## src/utf8_text_sanitizer_core_macros.svh

```systemverilog
// Assertion macros for the UTF-8 text sanitizer core.
`ifndef UTF8_TEXT_SANITIZER_CORE_MACROS_SVH
`define UTF8_TEXT_SANITIZER_CORE_MACROS_SVH

// Same-cycle implication, checked outside reset.
`define UTS_ASSERT_NOW(label, ante, cons, msg) \
  label: assert property (@(posedge clk) disable iff (rst) (ante) |-> (cons)) \
    else $error(msg);

// Next-cycle implication, checked outside reset.
`define UTS_ASSERT_NEXT(label, ante, cons, msg) \
  label: assert property (@(posedge clk) disable iff (rst) (ante) |=> (cons)) \
    else $error(msg);

`endif

```

## src/utf8ts_pkg.sv

```systemverilog
// Shared types for the UTF-8 text sanitizer core.
package utf8ts_pkg;

  localparam logic [7:0] SPACE_BYTE = 8'h20;

  typedef struct packed {
    logic [7:0] in_byte;
    logic       is_final;
  } raw_req_t;

  typedef struct packed {
    logic [7:0] out_byte;
    logic       last_of_run;
    logic       end_of_text;
  } clean_req_t;

  // One decoded input: up to four output bytes.
  typedef struct packed {
    logic [3:0][7:0] bytes;
    logic [1:0]      last_idx;
    logic            fin;
  } run_t;

  typedef struct packed {
    logic full;
    logic empty;
  } q_status_t;

endpackage

```

## src/utf8_text_sanitizer_core.sv

```systemverilog
// Top level of the UTF-8 text sanitizer: decoder, run queue and output serializer.
//
//   channel | direction | payload      | accepted when
//   raw     | in        | raw_req_t    | raw_valid && raw_ready
//   clean   | out       | clean_req_t  | clean_valid && clean_ready
//
// One input byte per cycle is decoded while raw_ready is high, into a run of 0 to 4 output bytes;
// only non-empty runs are queued. The serializer sends one output byte per cycle while clean_ready is high.
// raw_ready drops only while the QUEUE_DEPTH-entry run queue is full.
// Synchronous reset closes any open sequence and empties the queue; no clearing pass.
`include "utf8_text_sanitizer_core_macros.svh"

module utf8_text_sanitizer_core #(
  parameter int QUEUE_DEPTH = 4
) (
  input  logic                   clk,
  input  logic                   rst,
  input  logic                   raw_valid,
  output logic                   raw_ready,
  input  utf8ts_pkg::raw_req_t   raw,
  output logic                   clean_valid,
  input  logic                   clean_ready,
  output utf8ts_pkg::clean_req_t clean
);
  import utf8ts_pkg::*;

  logic      push;
  logic      pop;
  logic      seq_open;
  run_t      push_run;
  run_t      head;
  q_status_t q_stat;

  utf8ts_front u_front (
    .clk       (clk),
    .rst       (rst),
    .raw_valid (raw_valid),
    .raw_ready (raw_ready),
    .raw       (raw),
    .q_full    (q_stat.full),
    .push      (push),
    .run       (push_run),
    .seq_open  (seq_open)
  );

  utf8ts_queue #(
    .DEPTH (QUEUE_DEPTH)
  ) u_queue (
    .clk      (clk),
    .rst      (rst),
    .push     (push),
    .push_run (push_run),
    .pop      (pop),
    .head     (head),
    .status   (q_stat)
  );

  utf8ts_back u_back (
    .clk         (clk),
    .rst         (rst),
    .head        (head),
    .empty       (q_stat.empty),
    .pop         (pop),
    .clean_valid (clean_valid),
    .clean_ready (clean_ready),
    .clean       (clean)
  );

  `UTS_ASSERT_NEXT(a_final_closes, raw_valid && raw_ready && raw.is_final, !seq_open, "sequence open after final byte")
  `UTS_ASSERT_NEXT(a_ascii_emits, raw_valid && raw_ready && !seq_open && !raw.in_byte[7], clean_valid, "ASCII byte gave no output")
  `UTS_ASSERT_NEXT(a_run_unbroken, clean_valid && clean_ready && !clean.last_of_run, clean_valid, "run broken mid-way")
  `UTS_ASSERT_NOW(a_eot_last, clean_valid && clean.end_of_text, clean.last_of_run, "end of text not on last byte of run")

endmodule

```

## src/utf8ts_front.sv

```systemverilog
// Front end: UTF-8 decode and classification of each input byte into an output run.
module utf8ts_front (
  input  logic                clk,
  input  logic                rst,
  input  logic                raw_valid,
  output logic                raw_ready,
  input  utf8ts_pkg::raw_req_t raw,
  input  logic                q_full,
  output logic                push,
  output utf8ts_pkg::run_t    run,
  output logic                seq_open
);
  import utf8ts_pkg::*;

  localparam logic [20:0] CP_MAX  = 21'h10FFFF;
  localparam logic [20:0] SURR_LO = 21'h00D800;
  localparam logic [20:0] SURR_HI = 21'h00DFFF;

  function automatic logic glyph_unsupported(input logic [20:0] c);
    return c == 21'h0000A0 || c == 21'h0000AD || c == 21'h001680 ||
           c == 21'h00180E || c == 21'h00FFFD || c == 21'h003000 ||
           (c >= 21'h002000 && c <= 21'h00206F) ||
           (c >= 21'h002500 && c <= 21'h0025FF) ||
           (c >= 21'h00FFF0 && c <= 21'h00FFFF);
  endfunction

  logic [7:0]  held [3];
  logic [7:0]  held_next [3];
  logic [2:0]  exp_len, exp_len_next;
  logic [1:0]  n_held, n_held_next;
  logic [20:0] cp, cp_next;

  logic        accept;
  logic [7:0]  b;
  logic        fin;
  logic        cont;
  logic [20:0] cp_ext;
  logic [2:0]  have;
  logic [2:0]  cnt;
  logic [20:0] minimum;
  logic        bad;
  logic        do_start;
  logic        ctrl;
  logic [2:0]  lead_len;
  logic [20:0] lead_bits;
  logic [1:0]  pos;

  assign raw_ready = !q_full;
  assign accept    = raw_valid && raw_ready;
  assign seq_open  = exp_len != 3'd0 && n_held != 2'd0;

  always_comb begin
    b         = raw.in_byte;
    fin       = raw.is_final;
    cont      = b[7:6] == 2'b10;
    cp_ext    = {cp[14:0], b[5:0]};
    have      = {1'b0, n_held} + 3'd1;
    ctrl      = b < 8'h20 && b != 8'h0A && b != 8'h09;
    if (b[7:5] == 3'b110) begin
      lead_len  = 3'd2;
      lead_bits = {16'd0, b[4:0]};
    end else if (b[7:4] == 4'b1110) begin
      lead_len  = 3'd3;
      lead_bits = {17'd0, b[3:0]};
    end else if (b[7:3] == 5'b11110) begin
      lead_len  = 3'd4;
      lead_bits = {18'd0, b[2:0]};
    end else begin
      lead_len  = 3'd0;
      lead_bits = '0;
    end
    case (exp_len)
      3'd2:    minimum = 21'h000080;
      3'd3:    minimum = 21'h000800;
      default: minimum = 21'h010000;
    endcase
    bad = cp_ext < minimum || cp_ext > CP_MAX || (cp_ext >= SURR_LO && cp_ext <= SURR_HI);

    run.bytes    = {4{SPACE_BYTE}};
    cnt          = 3'd0;
    do_start     = 1'b0;
    held_next    = held;
    exp_len_next = exp_len;
    n_held_next  = n_held;
    cp_next      = cp;

    if (!seq_open) begin
      do_start = 1'b1;
    end else if (!cont) begin
      cnt      = {1'b0, n_held};
      do_start = 1'b1;
    end else if (have >= exp_len) begin
      if (bad) begin
        cnt = have;
      end else if (glyph_unsupported(cp_ext)) begin
        cnt = 3'd1;
      end else begin
        run.bytes[0] = held[0];
        run.bytes[1] = (n_held > 2'd1) ? held[1] : b;
        run.bytes[2] = (n_held > 2'd2) ? held[2] : b;
        run.bytes[3] = b;
        cnt          = have;
      end
      exp_len_next = 3'd0;
      n_held_next  = 2'd0;
      cp_next      = '0;
    end else if (fin) begin
      cnt = have;
    end else begin
      held_next[n_held] = b;
      n_held_next       = have[1:0];
      cp_next           = cp_ext;
    end

    pos = cnt[1:0];
    if (do_start) begin
      exp_len_next = 3'd0;
      n_held_next  = 2'd0;
      cp_next      = '0;
      if (!b[7]) begin
        run.bytes[pos] = ctrl ? SPACE_BYTE : b;
        cnt            = cnt + 3'd1;
      end else if (lead_len == 3'd0 || fin) begin
        run.bytes[pos] = SPACE_BYTE;
        cnt            = cnt + 3'd1;
      end else begin
        held_next[0] = b;
        n_held_next  = 2'd1;
        exp_len_next = lead_len;
        cp_next      = lead_bits;
      end
    end

    if (fin) begin
      exp_len_next = 3'd0;
      n_held_next  = 2'd0;
      cp_next      = '0;
    end

    run.last_idx = 2'(cnt - 3'd1);
    run.fin      = fin;
    push         = accept && cnt != 3'd0;
  end

  always_ff @(posedge clk) begin
    if (rst) begin
      exp_len <= 3'd0;
      n_held  <= 2'd0;
      cp      <= '0;
      held[0] <= 8'd0;
      held[1] <= 8'd0;
      held[2] <= 8'd0;
    end else if (accept) begin
      exp_len <= exp_len_next;
      n_held  <= n_held_next;
      cp      <= cp_next;
      held    <= held_next;
    end
  end

endmodule

```

## src/utf8ts_queue.sv

```systemverilog
// Run queue between the decoder and the output serializer.
module utf8ts_queue #(
  parameter int DEPTH = 4
) (
  input  logic                 clk,
  input  logic                 rst,
  input  logic                 push,
  input  utf8ts_pkg::run_t     push_run,
  input  logic                 pop,
  output utf8ts_pkg::run_t     head,
  output utf8ts_pkg::q_status_t status
);
  import utf8ts_pkg::*;

  localparam int AW = (DEPTH > 1) ? $clog2(DEPTH) : 1;
  localparam int CW = $clog2(DEPTH + 1);

  run_t          mem [DEPTH];
  logic [AW-1:0] wr_ptr, rd_ptr;
  logic [CW-1:0] count;
  logic          do_push, do_pop;

  assign status.full  = count == CW'(DEPTH);
  assign status.empty = count == '0;
  assign do_push      = push && !status.full;
  assign do_pop       = pop && !status.empty;
  assign head         = mem[rd_ptr];

  always_ff @(posedge clk) begin
    if (do_push) begin
      mem[wr_ptr] <= push_run;
    end
  end

  always_ff @(posedge clk) begin
    if (rst) begin
      wr_ptr <= '0;
      rd_ptr <= '0;
      count  <= '0;
    end else begin
      if (do_push) begin
        wr_ptr <= (wr_ptr == AW'(DEPTH - 1)) ? '0 : wr_ptr + AW'(1);
      end
      if (do_pop) begin
        rd_ptr <= (rd_ptr == AW'(DEPTH - 1)) ? '0 : rd_ptr + AW'(1);
      end
      if (do_push && !do_pop) begin
        count <= count + CW'(1);
      end else if (do_pop && !do_push) begin
        count <= count - CW'(1);
      end
    end
  end

endmodule

```

## src/utf8ts_back.sv

```systemverilog
// Back end: serializes queued runs into one output byte per request.
module utf8ts_back (
  input  logic                   clk,
  input  logic                   rst,
  input  utf8ts_pkg::run_t       head,
  input  logic                   empty,
  output logic                   pop,
  output logic                   clean_valid,
  input  logic                   clean_ready,
  output utf8ts_pkg::clean_req_t clean
);
  import utf8ts_pkg::*;

  logic [1:0] idx;
  logic       last;
  logic       accept;

  assign last              = idx == head.last_idx;
  assign clean_valid       = !empty;
  assign accept            = clean_valid && clean_ready;
  assign pop               = accept && last;
  assign clean.out_byte    = head.bytes[idx];
  assign clean.last_of_run = last;
  assign clean.end_of_text = last && head.fin;

  always_ff @(posedge clk) begin
    if (rst) begin
      idx <= 2'd0;
    end else if (accept) begin
      idx <= last ? 2'd0 : idx + 2'd1;
    end
  end

endmodule

```

## config.mk

```make
export PLATFORM = sky130hd
export DESIGN_NAME = utf8_text_sanitizer_core
export DESIGN_NICKNAME = d
export VERILOG_FILES = /design/src/utf8ts_pkg.sv /design/src/utf8_text_sanitizer_core.sv /design/src/utf8ts_front.sv /design/src/utf8ts_queue.sv /design/src/utf8ts_back.sv
export VERILOG_INCLUDE_DIRS = /design/src /design/src/src
export SDC_FILE = /design/constraint.sdc
export NUM_CORES = 1
export LEC_CHECK = 0
export ABC_AREA = 1
export ABC_CLOCK_PERIOD_IN_PS = 4900
export BUFFER_PORTS_ARGS = -buffer_cell sky130_fd_sc_hd__buf_2
export CORE_ASPECT_RATIO = 0.5
export CORE_UTILIZATION = 35
export CTS_CLUSTER_DIAMETER = 200
export DETAILED_ROUTE_END_ITERATION = 8
export GPL_TIMING_DRIVEN = 0
export PLACE_DENSITY = 0.54
export SYNTH_ARGS = -nofsm -noshare
export SYNTH_HDL_FRONTEND = slang
export SYNTH_HIERARCHICAL = 1
export SYNTH_SLANG_ARGS = --single-unit
```

## constraint.sdc

```tcl
create_clock -name clk -period 4.9 [get_ports clk]
set_input_delay 0.49 -clock clk [delete_from_list [all_inputs] [get_ports clk]]
set_output_delay 0.49 -clock clk [all_outputs]
set_load 0.01 [all_outputs]
```

**Yosys cells after proc, flatten, opt, wreduce, memory -nomap -nowiden**

Memories as Yosys holds them, arrays and structs flattened. A register that Yosys moved wholly into a read port is not among the register bits.
Index checks and enable logic that the tools add are counted.
Widths: inputs -> output; s select.

- Register bits: 53
- RAM bits: 140
- Output and inout bits: 12
- Logic and storage cells: 181
- Memories kept: 1

- $add $sub $neg: 8
- Order comparisons: 19
- Equality and inequality tests: 18
- Muxes and demuxes: 74
- Bitwise logic cells: 6
- Reduce and logical (&&, ||, !) cells: 45

Memories:

| memory | depth | width | read ports | clocked after memory_dff | wr ports | line | RTL |
|---|---|---|---|---|---|---|---|
| u_queue.mem | 4 | 35 | 1 | 1 | 1 | utf8ts_queue.sv:18 | `run_t mem [DEPTH];` |

Operator list:

| cell | number |
|---|---|
| $mux 32 | 8 |
| $mux 15 | 8 |
| $mux 24 | 4 |
| $mux 8 | 9 |
| $mux 3 | 22 |
| $eq 21x13->1 const B | 2 |
| $eq 21x8->1 const B | 2 |
| $ge 21x14->1 const B | 2 |
| $ge 21x16->1 const B | 2 |
| $le 21x14->1 const B | 2 |
| $le 21x16->1 const B | 2 |
| $pmux 17 s2 | 1 |
| $bwmux 32 | 1 |
| $demux 8 s2 | 2 |
| $and 28x28->28 | 1 |
| $not 28->28 | 1 |
| $bwmux 24 | 1 |
| $mux 2 | 11 |
| $eq 21x14->1 const B | 1 |
| $eq 21x16->1 const B | 1 |
| $gt 21x21->1 const B | 1 |
| $lt 21x17->1 | 1 |
| $logic_and 1x1->1 | 18 |
| $bmux 8 s2 | 1 |
| 33 further kinds | 66 |

**Depth between registers and ports, before layout**

- Word-level depth: 25
- Gate-level depth with buffers: 33

**Modules after synthesis**

The synthesis kept the hierarchy.

By module, submodules not included:

| module | times used | cells an instance | area each (um^2) |
|---|---|---|---|
| utf8ts_queue | 1 | 409 | 5681.7 |
| utf8ts_front | 1 | 480 | 3017.9 |
| utf8ts_back | 1 | 75 | 431.7 |

**Worst setup path before layout**

No wires, ideal clock.

- Path kind: register -> register
- Start point: register u_front.n_held[1]
- End point: memory u_queue/mem[0][0] in the netlist's numbering (enable)
- Data arrival time: 4780 ps
- Path slack: -307 ps
- Stages on the path, launching flop included: 20
- Buffers on the path: 0
- Path through: dfxtp_1 > inv_1 > ha_1 > ha_1 > nand2_1 > o211ai_1 > nand3_1 > a21oi_1 > nand3_1 > nand2_1 > nand2_1 > ha_1 > or2_2 > nand2_1 > ha_1 > o21ai_0 > inv_1 > a21oi_1 > nand2_1 > nor2_1

- Word-level cells in the longest chain between the ends: 15
- Elaborated cells on any way between the ends: 20

RTL lines:

| item | line | RTL |
|---|---|---|
| start, declared | utf8ts_front.sv:30 | `logic [1:0] n_held, n_held_next;` |
| start signal, assigned | utf8ts_front.sv:155 | `n_held <= n_held_next;` |
| branches (longest 9 deep; another with $add 2x1->3) | -- |  |
| $mux 3 (*) | utf8ts_front.sv:116 | `if (do_start) begin` |
| $reduce_bool 3->1 (*) | utf8ts_front.sv:142 | `push = accept && cnt != 3'd0;` |
| $logic_and 1x1->1 (*) | utf8ts_front.sv:142 |  |
| named net push | utf8_text_sanitizer_core.sv:27 | `logic push;` |
| $logic_and 1x1->1 (*) | utf8ts_queue.sv:25 | `assign do_push = push && !status.full;` |
| $mux 1 (*) | utf8ts_queue.sv:30 | `if (do_push) begin` |
| $mux 1 (not written as such) (*) | utf8ts_queue.sv:31 | `mem[wr_ptr] <= push_run;` |
| end, declared | utf8ts_queue.sv:18 |  |

Mark *: on every way through the listed nets, which the timed path passes.

**Worst setup path after layout**

- Start point: register u_front.n_held[0]
- End point: memory u_queue/mem[2][24] in the netlist's numbering (enable)

Same word-level chain as after synthesis.

==> key figures <==
Clocking
  – Clk buf depth: 2
  – CTS root buf: clkbuf_16
  – Worst-skew pair later-pin latency: 0.44 ns
  – CTS Sinks: 195
  – Total CTS buffers: 17
  – Reg clk slew, reported paths: 0.08 ns
  – H-tree Lvls: 4
  – Cts hold-fix bufs: 0
  – CTS tree: done

Floorplan
  – Die width: 230 um
  – FP Rows: 41
  – Chip height: 116 um
  – Die Area: 26800 sq um
  – Initial Util: 36.0%
  – Core area: 25400 sq um
  – IO Count: 25

Global route
  – Total grt overflow: 0
  – Initial antenna violation count: 0
  – Largest net degree at the start of global routing: 23
  – Vias in the first global route: 6578
  – First-pass GRT wire length: 38400 um
  – Tot GR Track Use: 19.4%

Place
  – DP Area: 9770 sq um
  – DP Wirelength: 18100 um
  – GP Congestion: 0.877
  – I/O Buffers: 18

Yosys
  – Synth Flop Type: edfxtp_1
  – Number of synthesized register bits: 195
  – Number of enable flip-flop cells after synthesis: 140
  – Fraction of registers with async set/reset: 0%
  – Gate Count Post-Synth: 964
  – Ys Warns: 6
  – Mapped Avg Cell Area: 9.47 sq um
  – Sequential share of the synthesized area: 58.1%
  – Synth Net Count: 999
  – Netlist Area Pre-Place: 9130 sq um
  – Library cells used by synthesis: 43

STA
  – RSZ-0062 raised after global routing: false
  – Fin. Hold Viols: 0
  – Worst Skew: 0.0141 ns
  – Max Freq: 219 MHz
  – Hold_ws: 0.282 ns
  – Tightest Pin Transition: 1.03 ns
  – Rel. slew slack: 30.6%
  – Setup violations, final: 0
  – Fin crit share: 93.3%
  – Max-slew violation count: 0
  – Min Tclk post-route: 4.57 ns

Drt
  – Via-to-Cell Ratio: 5.13
  – Via count: 7028
  – Drt drc: 0
  – Initial drt markers: 645
  – DRT Wirelength: 25200 um
  – DRT antenna net count: 0
  – 1st-pass router iterations: 7
  – DR WL/cell: 18.4 um

Final layout
  – Multi-input gate area: 3210 sq um
  – Final Cell Area: 10500 sq um
  – Fillers: 2534
  – Fin util: 41.3%
  – Sequential Area: 5310 sq um
  – Proportion of layout cells with a drive suffix above 1: 13.3%
  – Nets: 1047
  – Synth-to-Final Area Change: 14.9%
  – N_diodes: 0

Worst setup path
  – Startpoint types: flip-flop
  – R2R depth: 21
  – FF-to-FF Start: u_front/n_held[0]
  – Reg-to-reg setup timing slack: 0.33 ns
  – Worst EP required: 5.04 ns
  – Reg-to-Reg End: u_queue/mem[2][24]
  – Crit path max fanout: 21
  – CP endpoint kind: flip-flop
  – Worst endpoint data arrival time: 4.71 ns
  – WS Path Type: flip-flop to flip-flop

Power
  – Leak: 3.86 nW
  – Peak supply drop: 0.193 mV
  – Pwr dens: 441 nW/um^2

Min path
  – WHS Endpoint: u_queue/count[0]
  – Hold depth: 2
  – Worst hold start: rst
  – Worst Hold Class: primary input to flip-flop

Status
  – Status: complete, no violations

Flow run
  – Max Cap Violations: 0
==> layout by cell type, fill, tap and decap left out, types with 18 or more instances in the layout <==
cell type	count
clkbuf_16	18
nand2_1	157
nand3_1	32
o21ai_0	94
dfxtp_1	53
edfxtp_1	140
o22ai_1	51
inv_1	74
a21oi_1	51
ha_1	21
nor2_1	146
o21ai_1	23
buf_4	19
buf_2	33
==> how the worst max path moves through the flow <==
stage / startpoint / slack (ns) / end
3_3_place_gp: u_front/n_held[1] / -2.27 / u_queue/mem[3][18]
2_1_floorplan: u_front/n_held[1] / -0.31 / u_queue/mem[0][0]
5_1_grt: u_front/n_held[0] / 0.02 / u_queue/count[1]
6_report: u_front/n_held[0] / 0.33 / u_queue/mem[2][24]
4_1_cts: u_front/n_held[0] / 0.03 / u_queue/count[1]
3_5_place_dp: u_front/n_held[1] / -0.45 / u_queue/mem[1][20]
==> kinds of logic after synthesis <==
| group | after synthesis | share of synthesized area [%] |
|---|---|---|
| AOI/OAI and AO/OA | 236 | 14.1 |
| xor gates and xnor gates | 2 | 0.192 |
| adders and majority gates | 22 | 3.10 |
| buffers and inverters | 133 | 7.33 |
| DFF | 195 | 58.1 |
| muxes | 1 | 0.110 |
| and+or+nand+nor | 375 | 17.1 |
==> cell usage after synthesis, types with 8 or more instances <==
master	number	area, sq um
ha_1	21	263
dfxtp_1	55	1100
a21oi_1	53	265
nand2_1	158	593
inv_1	74	278
a211oi_1	8	60.1
nor2_1	150	563
nand3_1	32	160
buf_2	15	75.1
o21ai_0	94	470
edfxtp_1	140	4200
buf_4	16	120
o21ai_1	23	115
clkbuf_1	8	30.0
o22ai_1	51	319
==> power breakdown <==
group | switching (W) | total, W | internal [W] | leakage, nW
Clock | 0.000666 | 0.00137 | 0.000706 | 0.290
Sequential | 0.0000568 | 0.00200 | 0.00194 | 1.74
Combinational | 0.000823 | 0.00125 | 0.000432 | 1.83
==> critical path, cell delays in order, from the launching register on <==
cell and delay (ns):
dfxtp_2 0.41, inv_1 0.14, ha_1 0.37, ha_1 0.31, nand2_1 0.05, o211ai_1 0.28, nand3_1 0.15, a21oi_2 0.17
nand3_1 0.19, nand2_1 0.13, nand2_1 0.12, ha_1 0.30, or2_2 0.09, nand2_1 0.05, ha_1 0.17, o21ai_0 0.07
inv_1 0.09, a21oi_4 0.24, nand2_4 0.10, buf_4 0.15, nor2_4 0.43, buf_12 0.26
==> what timing repair did <==
item,4_1_cts,5_1_grt
resized for setup,3,5
setup endpoints to repair,143,72
gates cloned,0,0
setup buffers,4,3
pin swaps,3,3
==> cell type report <==
type	count	area share [%]
Sequential cell	195	50.6
Multi-Input combinational cell	636	30.6
Clock buffer	18	4.29
Tap cell	344	4.10
Buffer	49	3.27
Inverter	84	3.11
Timing Repair Buffer	29	2.67
Clock inverter	14	1.31
==> layer usage <==
layer	track usage (%)	wire (um)	up-vias
met1	27.5	12200	3397
met3	5.40	1710	8
met2	29.6	11100	205
met4	3.89	153	0
li1	-	-	3418
met5	0	0	-
==> per-stage QoR <==
stage | TNS [ns] | cells | setup slack, ns | power, W
finish | 0 | 1369 | 0.330 | 0.00463
global route | 0 | 1369 | 0.0213 | 0.00485
CTS | 0 | 1366 | 0.0310 | 0.00463
detailed placement | -46.36 | 1330 | -0.451 | 0.00325
global placement | -308.76 | 1326 | -2.27 | 0.00320
floorplan | -42.98 | 964 | -0.307 | 0.00278
==> flip-flops by register name (all words and copies together) (netlist names), named ones only <==
name,flops
u_queue/rd_ptr,2
u_queue/mem,140
u_front/held,8
u_front/n_held,2
u_queue/wr_ptr,2
u_front/cp,15
u_front/exp_len,3
u_back/idx,2
u_queue/count,3
(Power assumes the default switching activity.)
